`src/rtl/sclp_pkg.sv`:
```
`timescale 1ns / 1ps

package sclp_pkg;

  typedef enum logic [2:0] {
    MODE_IDLE = 3'd0,
    MODE_T    = 3'd1,
    MODE_D    = 3'd2,
    MODE_B    = 3'd3,
    MODE_W    = 3'd4,
    MODE_R    = 3'd5
  } mode_t;

  typedef enum logic [2:0] {
    ACT_NONE   = 3'd0,
    ACT_THRESH = 3'd1,
    ACT_SLEEP  = 3'd2,
    ACT_SWRITE = 3'd3,
    ACT_SREAD  = 3'd4
  } action_t;

  localparam logic [7:0]  CHAR_LF    = 8'h0a;
  localparam logic [7:0]  CHAR_CR    = 8'h0d;
  localparam logic [7:0]  CHAR_ZERO  = 8'h30;
  localparam logic [7:0]  CHAR_NINE  = 8'h39;
  localparam logic [7:0]  CHAR_T     = 8'h74;
  localparam logic [7:0]  CHAR_D     = 8'h64;
  localparam logic [7:0]  CHAR_B     = 8'h62;
  localparam logic [7:0]  CHAR_W     = 8'h77;
  localparam logic [7:0]  CHAR_R     = 8'h72;
  localparam logic [15:0] VALUE_MAX  = 16'hffff;

  typedef struct packed {
    mode_t       mode;
    logic [15:0] acc;
    logic [7:0]  pend;
  } parse_state_t;

  typedef struct packed {
    logic [7:0]  echo_byte;
    action_t     action;
    logic [15:0] action_value;
    logic [7:0]  sensor_addr;
    logic [7:0]  sensor_data;
  } parse_result_t;

endpackage

```
`src/rtl/sclp_step.sv`:
```
`timescale 1ns / 1ps

module sclp_step (
  input  sclp_pkg::parse_state_t  cur,
  input  logic [7:0]              rx_byte,
  output sclp_pkg::parse_state_t  nxt,
  output sclp_pkg::parse_result_t res
);

  logic        eol;
  logic        digit;
  logic [15:0] acc_times_ten;
  logic [15:0] digit_value;

  assign eol           = (rx_byte == sclp_pkg::CHAR_LF) || (rx_byte == sclp_pkg::CHAR_CR);
  assign digit         = (rx_byte >= sclp_pkg::CHAR_ZERO) && (rx_byte <= sclp_pkg::CHAR_NINE);
  // x*10 as x*8 + x*2, wrapping at 16 bits
  assign acc_times_ten = {cur.acc[12:0], 3'b000} + {cur.acc[14:0], 1'b0};
  assign digit_value   = {8'h00, rx_byte - sclp_pkg::CHAR_ZERO};

  always_comb begin
    nxt                = cur;
    res.echo_byte      = rx_byte;
    res.action         = sclp_pkg::ACT_NONE;
    res.action_value   = '0;
    res.sensor_addr    = '0;
    res.sensor_data    = '0;
    unique case (cur.mode)
      sclp_pkg::MODE_T, sclp_pkg::MODE_D, sclp_pkg::MODE_B,
      sclp_pkg::MODE_W, sclp_pkg::MODE_R: begin
        if (eol) begin
          nxt.mode = sclp_pkg::MODE_IDLE;
          nxt.acc  = '0;
          unique case (cur.mode)
            sclp_pkg::MODE_T: begin
              res.action       = sclp_pkg::ACT_THRESH;
              res.action_value = cur.acc;
            end
            sclp_pkg::MODE_D: begin
              res.action       = sclp_pkg::ACT_SLEEP;
              res.action_value = sclp_pkg::VALUE_MAX - cur.acc;
            end
            sclp_pkg::MODE_B: begin
              nxt.pend = cur.acc[7:0];
            end
            sclp_pkg::MODE_W: begin
              res.action      = sclp_pkg::ACT_SWRITE;
              res.sensor_addr = cur.acc[7:0];
              res.sensor_data = cur.pend;
            end
            default: begin
              res.action      = sclp_pkg::ACT_SREAD;
              res.sensor_addr = cur.acc[7:0];
            end
          endcase
        end else if (digit) begin
          nxt.acc = acc_times_ten + digit_value;
        end
      end
      default: begin
        // idle, and the unused mode codes
        unique case (rx_byte)
          sclp_pkg::CHAR_T: nxt.mode = sclp_pkg::MODE_T;
          sclp_pkg::CHAR_D: nxt.mode = sclp_pkg::MODE_D;
          sclp_pkg::CHAR_B: nxt.mode = sclp_pkg::MODE_B;
          sclp_pkg::CHAR_W: nxt.mode = sclp_pkg::MODE_W;
          sclp_pkg::CHAR_R: nxt.mode = sclp_pkg::MODE_R;
          default:          nxt.mode = sclp_pkg::MODE_IDLE;
        endcase
      end
    endcase
  end

endmodule

```
`src/rtl/serial_command_line_parser_top.sv`:
```
`timescale 1ns / 1ps

// Serial command line parser. Each received character gives exactly one result,
// which echoes the character and carries the action it completes (if any) in
// tuser. The block takes one character per clock while s_tready is high: the
// parser state updates and the result register loads in the cycle a character
// is accepted, so its result appears in the next cycle; s_tready stays high
// while the result register is empty or being drained. Letters t, d, b, w, r
// open a command in idle, digits build a 16-bit decimal value, CR or LF ends it.

module serial_command_line_parser_top (
  input  logic        clk,
  input  logic        rst,
  input  logic        s_tvalid,
  output logic        s_tready,
  input  logic [7:0]  s_tdata,   // rx_byte
  output logic        m_tvalid,
  input  logic        m_tready,
  output logic [39:0] m_tdata,   // echo_byte, action_value, sensor_addr, sensor_data
  output logic [2:0]  m_tuser    // action
);

  sclp_pkg::parse_state_t  state;
  sclp_pkg::parse_state_t  state_next;
  sclp_pkg::parse_result_t result;
  sclp_pkg::parse_result_t result_next;
  logic                    s_accept;

  assign s_tready = !m_tvalid || m_tready;
  assign s_accept = s_tvalid && s_tready;

  sclp_step u_step (
    .cur     (state),
    .rx_byte (s_tdata),
    .nxt     (state_next),
    .res     (result_next)
  );

  always_ff @(posedge clk) begin
    if (rst) begin
      state.mode <= sclp_pkg::MODE_IDLE;
      state.acc  <= '0;
      state.pend <= '0;
      m_tvalid   <= 1'b0;
    end else begin
      if (s_accept) begin
        state    <= state_next;
        m_tvalid <= 1'b1;
      end else if (m_tready) begin
        m_tvalid <= 1'b0;
      end
    end
  end

  always_ff @(posedge clk) begin
    if (s_accept) begin
      result <= result_next;
    end
  end

  assign m_tdata = {result.sensor_data, result.sensor_addr, result.action_value,
                    result.echo_byte};
  assign m_tuser = result.action;

`ifndef ASSERT_OFF
  a_ready_rule: assert property (@(posedge clk) disable iff (rst)
    s_tready == (!m_tvalid || m_tready))
    else $error("s_tready does not follow output register occupancy");

  a_echo: assert property (@(posedge clk) disable iff (rst)
    s_accept |=> m_tvalid && (m_tdata[7:0] == $past(s_tdata)))
    else $error("result does not echo the accepted character");

  a_none_zero: assert property (@(posedge clk) disable iff (rst)
    (m_tvalid && (m_tuser == sclp_pkg::ACT_NONE)) |-> (m_tdata[39:8] == '0))
    else $error("result without action carries nonzero payload");

  a_close_clears: assert property (@(posedge clk) disable iff (rst)
    (s_accept && (result_next.action != sclp_pkg::ACT_NONE))
      |=> (state.mode == sclp_pkg::MODE_IDLE) && (state.acc == '0))
    else $error("closing a command did not return to idle with value cleared");
`endif

endmodule
```
`config.mk`:
```
export PLATFORM = sky130hd
export DESIGN_NAME = serial_command_line_parser_top
export DESIGN_NICKNAME = d
export VERILOG_FILES = /design/src/rtl/sclp_pkg.sv /design/src/rtl/sclp_step.sv /design/src/rtl/serial_command_line_parser_top.sv
export SDC_FILE = /design/constraint.sdc
export NUM_CORES = 1
export LEC_CHECK = 0
export ABC_CLOCK_PERIOD_IN_PS = 6600
export BUFFER_PORTS_ARGS = -buffer_cell sky130_fd_sc_hd__buf_4
export CAP_MARGIN = 15
export CORE_MARGIN = 5
export CORE_UTILIZATION = 35
export CTS_CLUSTER_SIZE = 10
export DETAILED_ROUTE_END_ITERATION = 8
export PLACE_DENSITY = 0.58
export REMOVE_ABC_BUFFERS = 1
export SLEW_MARGIN = 20
export SYNTH_ARGS = -nofsm -noshare
export SYNTH_HDL_FRONTEND = slang
export SYNTH_SLANG_ARGS = --single-unit
```
`constraint.sdc`:
```
create_clock -name clk -period 6.6 [get_ports clk]
set_input_delay 0.33 -clock clk [delete_from_list [all_inputs] [get_ports clk]]
set_output_delay 0.33 -clock clk [all_outputs]
set_load 0.05 [all_outputs]
```
# == Word-level counts from Yosys, hierarchy flattened ==
# Index checks and enable logic that the tools add are counted.
# classes
n_addsub,4
magnitude_cmp,2
eq_ne,13
mux,9
bitwise,2
reduce_logical,14
# op_table
cell,count
$eq A8 B7 Y1 const B,5
$mux W16,2
$pmux W16 S2,1
$add A16 B16 Y16,1
$add A16 B8 Y16,1
$eq A8 B4 Y1 const B,2
$sub A16 B16 Y16 const A,1
$pmux W3 S5,1
$pmux W3 S4,1
$reduce_or A5 Y1,2
$ge A8 B6 Y1 const B,1
$le A8 B6 Y1 const B,1
$sub A8 B6 Y8 const B,1
$eq A3 B2 Y1 const B,2
$eq A3 B3 Y1 const B,2
$mux W3,2
$reduce_and A3 Y1,2
$reduce_and A2 Y1,2
$reduce_and A4 Y1,1
$reduce_bool A2 Y1,2
$eq A3 B1 Y1 const B,1
$logic_and A1 B1 Y1,2
$logic_or A1 B1 Y1,2
$mux W1,2
other kinds (3),4
# totals
regBits,71
inputBits,12
out_inout_bits,45
word_cells,53

# == Logic depth before layout (Yosys ltp) ==
# Gate-level depths: netlist of the first run.
# logic_depth
depth_word,4
mapped_depth,11

# == Cells and area by module ==
# A second synthesis of the first run with hierarchy kept.
# hier_totals
cells_unflattened,450
area_unflattened_um2,4768.3
# modules_own_cells
mod,n_inst,cells_each,area_per_inst_um2,seq_area_each_um2
serial_command_line_parser_top,1,171,2816.5,1851.8
sclp_step,1,279,1951.9,0.0

# == Least setup slack after synthesis of the first run ==
# OpenSTA, ideal clock, no wires.
# synth_timing
kind,flip-flop to flip-flop
start,reg m_tvalid
end,reg state[18] in the netlist's numbering
t_arrival_ns,2.801
required_ns,6.483
slack_ns,3.682
path_stages_with_launch,7
path_cell_list,dfxtp_1 -> nand2b_1 -> nand2_1 -> inv_1 -> o211a_1 -> nor2_1 -> a22o_1
# synth_between
elab_chain_cells,4
# synth_lines
element,line_no,rtl
from (decl),serial_command_line_parser_top.sv:17,"output logic m_tvalid,"
from (signal assigned),serial_command_line_parser_top.sv:44,m_tvalid <= 1'b0;
from (signal assigned),serial_command_line_parser_top.sv:48,m_tvalid <= 1'b1;
from (signal assigned),serial_command_line_parser_top.sv:50,m_tvalid <= 1'b0;
$logic_not A1 Y1,serial_command_line_parser_top.sv:29,assign s_tready = !m_tvalid || m_tready;
$logic_or A1 B1 Y1,serial_command_line_parser_top.sv:29,
net s_tready,serial_command_line_parser_top.sv:15,"output logic s_tready,"
$logic_and A1 B1 Y1,serial_command_line_parser_top.sv:30,assign s_accept = s_tvalid && s_tready;
net s_accept,serial_command_line_parser_top.sv:27,logic s_accept;
$reduce_and A3 Y1 (no line),-,
to (signal assigned),serial_command_line_parser_top.sv:47,state <= state_next;
to (decl),serial_command_line_parser_top.sv:23,sclp_pkg::parse_state_t state;
# The timed path passes the listed nets, and every way through them passes these cells.
# A chain may end at the register's enable or synchronous reset.

# == Worst setup path in the final report of the first run ==
# layout_timing
start,reg state[12] in the netlist's numbering
end,reg state[22] in the netlist's numbering
# layout_between
elab_chain_cells,4
# layout_lines
element,line_no,rtl
$add A16 B16 Y16,sclp_step.sv:18,"assign acc_times_ten = {cur.acc[12:0], 3'b000} + {cur.acc[14:0], 1'b0};"
$add A16 B8 Y16,sclp_step.sv:57,nxt.acc = acc_times_ten + digit_value;
$mux W16,sclp_step.sv:56,end else if (digit) begin
$mux W16,sclp_step.sv:31,if (eol) begin
# No other way between the ends. The select of a mux whose other input is x is not followed.

==> results.json, run 1 <==
{
  "status": "completed",
  "num_vias": 2770,
  "die_width_um": 114,
  "syn_area_um2": 3790,
  "cts_setup_buffers": 0,
  "cts_resized": 0,
  "clock_skew_ns": 0.0103,
  "grt_pass1_wl_mm": 13.2,
  "cts.sinks": 71,
  "drc_errors": 0,
  "ys_seq_area_share_pct": 48.9,
  "cts_made_buffers": 9,
  "worstMarginPinSlew_ns": 0.785,
  "track_usage_pct": 12.8,
  "criticalPathCategory": "reg -> reg",
  "fmax_ghz": 0.360,
  "drv_cap": 0,
  "diodes": 0,
  "clk_pin_slew_ns": 0.07,
  "synth_area_leader_cell": "edfxtp_1",
  "relSlewSlack_pct": 47.6,
  "cp_max_fo": 7,
  "overflow": 0,
  "holdWs_ns": 0.188,
  "path_cells": "fa_1 > ha_1 > o211ai_1 > a21oi_1 > a2111oi_0 > o31ai_1 > xor2_1 > a22o_1",
  "io_pins": 57,
  "syn_inst": 368,
  "place.gp.congestion": 0.818,
  "antenna_left": 0,
  "wl_mm": 7.78,
  "placeableCoreArea_um2": 10700,
  "drtPass1Iterations": 4,
  "root_buffer": "clkbuf_8",
  "cp-start-kind": "flop",
  "worst-endpoint-arrival_ns": 3.03,
  "synth.distinct_cells": 52,
  "antenna_found_initial": 0,
  "crit_required_ns": 6.85,
  "max-clock-path-buffers": 2,
  "dp_hpwl_mm": 5.78,
  "rows": 38,
  "p_per_area_nw_per_um2": 196,
  "yosys_most_used_dff": "edfxtp_1",
  "cpPeakStageDelay_ns": 0.55,
  "crit_slowest_cell": "dfxtp_1",
  "syn2layout_area_growth_pct": 18.4,
  "ys_ff_latch": 71,
  "drtIter0Drc": 143,
  "die_h_um": 114,
  "routed_via_density": 4.90,
  "worstSkewPairLatency_ns": 0.35,
  "io_buffers": 56,
  "min_period_ns": 2.78,
  "rsz0062_at_grt": "no",
  "worst_ir_drop_vdd_uv": 78.7,
  "initial_core_util_pct": 35.2,
  "finalSetupViolCount": 0,
  "grt_max_degree": 44,
  "dieArea_um2": 13000,
  "wl_per_cell_um": 13.8,
  "finalSetupTns_ns": 0,
  "grt_pass1_vias": 2626,
  "crit_family": "compound AO/OA/AOI/OAI gates",
  "nNetsFinal": 463,
  "yosys-top-cells-area": "edfxtp_1 34%, dfxtp_1 15%, ha_1 8.3%",
  "cts_tree": "built",
  "utilization_pct": 41.7,
  "cts_max_level": 3,
  "yosysMostFrequentCell": "nor2_1",
  "end_kind": "flop",
  "netlist.area_leader.share_pct": 34.1,
  "avgSynthCellArea_um2": 10.3,
  "synthTopCellsByCount": "63 x nor2_1, 43 x edfxtp_1, 38 x a21oi_1",
  "drive_gt1_share_pct": 17.9,
  "hold_violations": 0,
  "final.period_utilization_pct": 42.1,
  "path_buf_inv": 0,
  "yosysWarnings": 0,
  "synth_edf_count": 43,
  "cts-hold-fix-buffers": 0,
  "power_leakage_nw": 1.83,
  "drv_slew": 0,
  "async_flop_share_pct": 0,
  "hold_class": "in -> reg"
}
## layout make-up
type                            instances  area, µm²
Fill cell                            1084       6260
Tap cell                              140        175
Timing Repair Buffer                   59        443
Sequential cell                        71       1850
Multi-Input combinational cell        270       1820
Clock buffer                           12        135
Inverter                                9       33.8
Clock inverter                          4       22.5
## cell families (layout without fill, tap and decap cells)
| logic type | count (synthesis) | count (layout) | synth area share (%) |
|---|---|---|---|
| adder cells (fa/ha/maj) | 31 | 31 | 11.4 |
| flip-flops | 71 | 71 | 48.9 |
| XOR/XNOR | 18 | 18 | 4.16 |
| buffers and inverters | 27 | 84 | 2.94 |
| AND/OR/NAND/NOR | 142 | 142 | 18.3 |
| AO/OA/AOI/OAI | 71 | 71 | 12.1 |
| multiplexers | 8 | 8 | 2.11 |
## metal layers
layer,GRT usage (%),wire (µm)
met1,17.0,3590
met4,5.54,142
met5,0,0
met2,20.0,3580
met3,2.92,463
## worst register-to-register path: cells and delay by family (launching register included)
kind	cells	cell delay [ns]
flip-flops	1	0.55
XOR/XNOR	1	0.16
adder cells (fa/ha/maj)	2	0.87
AO/OA/AOI/OAI	5	1.12
## metrics by stage
step / cells / power, mW / setup WS [ns] / cell area (µm²)
3_3_place_gp: 549 / 0.605 / 3.56 / 4330
4_1_cts: 565 / 0.892 / 3.83 / 4490
3_5_place_dp: 549 / 0.607 / 3.53 / 4330
5_1_grt: 565 / 0.923 / 3.69 / 4490
6_report: 565 / 0.881 / 3.82 / 4490
2_1_floorplan: 350 / 0.568 / 3.69 / 3710
## registers in the layout (all words and copies together) (netlist names)
signal,count
m_tdata,40
m_tuser,3
m_tvalid,1
state,27
## worst paths after layout
path | start | end | slack (ns) | cells after the start
setup / recovery | state[12]$_SDFFE_PP0P_ | state[22]$_SDFFE_PP0P_ | 3.82 | 8
setup reg to reg | state[12]$_SDFFE_PP0P_ | state[22]$_SDFFE_PP0P_ | 3.82 | 8
hold reg to reg | state[4]$_SDFFE_PP0P_ | state[4]$_SDFFE_PP0P_ | 0.49 | 2
hold / removal | s_tdata[4] | m_tdata[4]$_DFFE_PP_ | 0.19 | 1
## placed cells by master (no fill, tap or decap), drive strengths merged, types with 2 or more instances in the layout
cell / n
a21o: 3
a21oi: 38
a22o: 6
a22oi: 3
a31oi: 2
and2: 17
buf: 59
clkbuf: 12
clkinv: 4
dfxtp: 28
edfxtp: 43
fa: 6
ha: 25
inv: 9
mux2i: 8
nand2: 23
nand2b: 9
nand3: 6
nand4: 5
nor2: 63
nor2b: 2
nor3: 6
nor3b: 2
nor4b: 2
o2111ai: 2
o211ai: 2
o21ai: 3
or3: 2
xnor2: 12
xor2: 6
## power by group
group	switching [mW]	total [mW]	internal, mW
clock network	0.150	0.285	0.135
logic	0.0784	0.109	0.0307
registers	0.00373	0.486	0.483
Power figures use the tool's default switching activity.
==> run 2: changes to the inputs <==
ABC_CLOCK_PERIOD_IN_PS = 2900   (was 6600)
clock period = 2.9 ns   (was 6.6 ns; I/O delays follow)
==> results.json, run 2 (same netlist as run 1, synthesis figures left out) <==
{
  "drv_cap": 0,
  "hp-start": "s_tdata[7]",
  "dieArea_um2": 13000,
  "finalSetupViolCount": 0,
  "max-clock-path-buffers": 2,
  "track_usage_pct": 12.6,
  "grt_pass1_vias": 2679,
  "p_comb_share_pct": 11.4,
  "seqPwrFrac_pct": 49.8,
  "criticalPathCategory": "reg -> reg",
  "status": "completed",
  "worst-endpoint-arrival_ns": 2.92,
  "overflow": 0,
  "root_buffer": "clkbuf_8",
  "drc_errors": 0,
  "num_vias": 2805,
  "cts_setup_buffers": 0,
  "hold_depth": 1,
  "relSlewSlack_pct": 64.6,
  "final_common_cell": "buf_4",
  "largest_reg_flops": 40,
  "worstMarginPinSlew_ns": 0.530,
  "power_leakage_nw": 1.92,
  "die_width_um": 114,
  "cpPeakStageDelay_ns": 0.56,
  "power.total_mw": 2.22,
  "clock_skew_ns": 0.00859,
  "p_per_area_nw_per_um2": 479,
  "antenna_found_initial": 0,
  "wl_per_cell_um": 13.5,
  "diodes": 0,
  "clk_pin_slew_ns": 0.08,
  "nNetsFinal": 474,
  "utilization_pct": 43.2,
  "routed_via_density": 4.87,
  "ff2ff_path_depth": 9,
  "startpoint": "state[14]$_SDFFE_PP0P_",
  "rsz0062_at_grt": "no",
  "min_period_ns": 2.69,
  "dp_hpwl_mm": 5.82,
  "hold_violations": 0,
  "place.gp.congestion": 0.786,
  "r2r_start": "state[14]$_SDFFE_PP0P_",
  "cts.sinks": 71,
  "end_kind": "flop",
  "cts_tree": "built",
  "final.period_utilization_pct": 92.7,
  "antenna_left": 0,
  "drtPass1Iterations": 5,
  "io_buffers": 56,
  "grt_pass1_wl_mm": 13.3,
  "crit_slowest_cell": "dfxtp_1",
  "hold_class": "in -> reg",
  "drv_slew": 0,
  "layout_common_cells": "68 x buf_4, 63 x nor2_1, 43 x edfxtp_1, 37 x a21oi_1, 27 x dfxtp_1",
  "sw_frac_of_total_pct": 25.4,
  "worstSkewPairLatency_ns": 0.34,
  "holdWs_ns": 0.0284,
  "grt_max_degree": 44,
  "dpl_cell_area_um2": 4400,
  "r2r_slack_ns": 0.21,
  "cp_max_fo": 7,
  "syn2layout_area_growth_pct": 22.6,
  "r2r_end": "state[22]$_SDFFE_PP0P_",
  "placeableCoreArea_um2": 10700,
  "finalInstanceArea_um2": 4640,
  "finalSetupTns_ns": 0,
  "cp-start-kind": "flop",
  "die_h_um": 114,
  "rows": 38,
  "p_sw_mw": 0.565,
  "cts_max_level": 3,
  "n_fill_cell": 1040,
  "io_pins": 57,
  "drive_gt1_share_pct": 21.1,
  "initial_core_util_pct": 35.2,
  "min_to": "m_tdata[7]$_DFFE_PP_",
  "power_frac_clock_pct": 38.8,
  "path_cells": "fa_1 > ha_1 > o211ai_1 > a21oi_2 > a2111oi_0 > buf_4 > o31ai_2 > xor2_1 > a22o_1",
  "drtIter0Drc": 120,
  "crit_required_ns": 3.13,
  "worst_ir_drop_vdd_uv": 214,
  "cts_made_buffers": 9,
  "wl_mm": 7.77,
  "p_int_mw": 1.66,
  "fmax_ghz": 0.372
}
[run 2: layout make-up]
class | instances | area (µm²) | share of cell area [%]
Tap cell | 140 | 175 | 3.77
Multi-Input combinational cell | 270 | 1830 | 39.5
Timing Repair Buffer | 70 | 531 | 11.4
Inverter | 9 | 33.8 | 0.727
Clock inverter | 7 | 95.1 | 2.05
Clock buffer | 9 | 124 | 2.67
Sequential cell | 71 | 1850 | 39.9
[run 2: power groups by stage]
| stage | sequential, mW | clock [mW] | combinational [mW] |
|---|---|---|---|
| after floorplan | 1.24 | 0 | 0.0561 |
| after global placement | 1.13 | 0 | 0.253 |
| after detailed placement | 1.13 | 0 | 0.253 |
| after CTS | 1.11 | 0.886 | 0.255 |
| after global routing | 1.11 | 0.931 | 0.268 |
| final | 1.11 | 0.863 | 0.254 |
[run 2: timing repair]
item	CTS	global route
endpoints found under the hold margin	1	1
resized for setup	0	3
setup endpoints to repair	0	1
hold buffers	1	1
[run 2: per-layer routing]
metal	vias to the layer above	part of all wire, %	wire, µm	track usage (%)
li1	1440	-	-	-
met1	1296	47	3650	16.9
met2	59	47	3690	19.8
met3	10	4.2	327	2.39
met4	0	1.3	103	5.38
met5	-	0	0	0
[run 2: worst max-delay path by stage]
stage                     slack, ns  depth (start not counted)                      to
after floorplan              -0.007                          6  state[22]$_SDFFE_PP0P_
after global placement         0.11                         12  state[22]$_SDFFE_PP0P_
after detailed placement        0.1                         12  state[22]$_SDFFE_PP0P_
after CTS                      0.16                         10  state[22]$_SDFFE_PP0P_
after global routing          0.004                         10  state[22]$_SDFFE_PP0P_
final                          0.21                          9  state[22]$_SDFFE_PP0P_
[run 2: per-stage QoR]
stage,instances,setup WS (ns)
floorplan,350,-0.00693
detailed placement,558,0.0970
finish,576,0.211
global placement,558,0.112
CTS,575,0.157
global route,576,0.00361
[run 2: worst max-delay path, delay by kind of cell, from the launching register on]
kind / cells / cell delay, ns
AO/OA/AOI/OAI: 5 / 0.82
XOR/XNOR: 1 / 0.14
adder cells (fa/ha/maj): 2 / 0.87
buffers and inverters: 1 / 0.19
flip-flops: 1 / 0.56
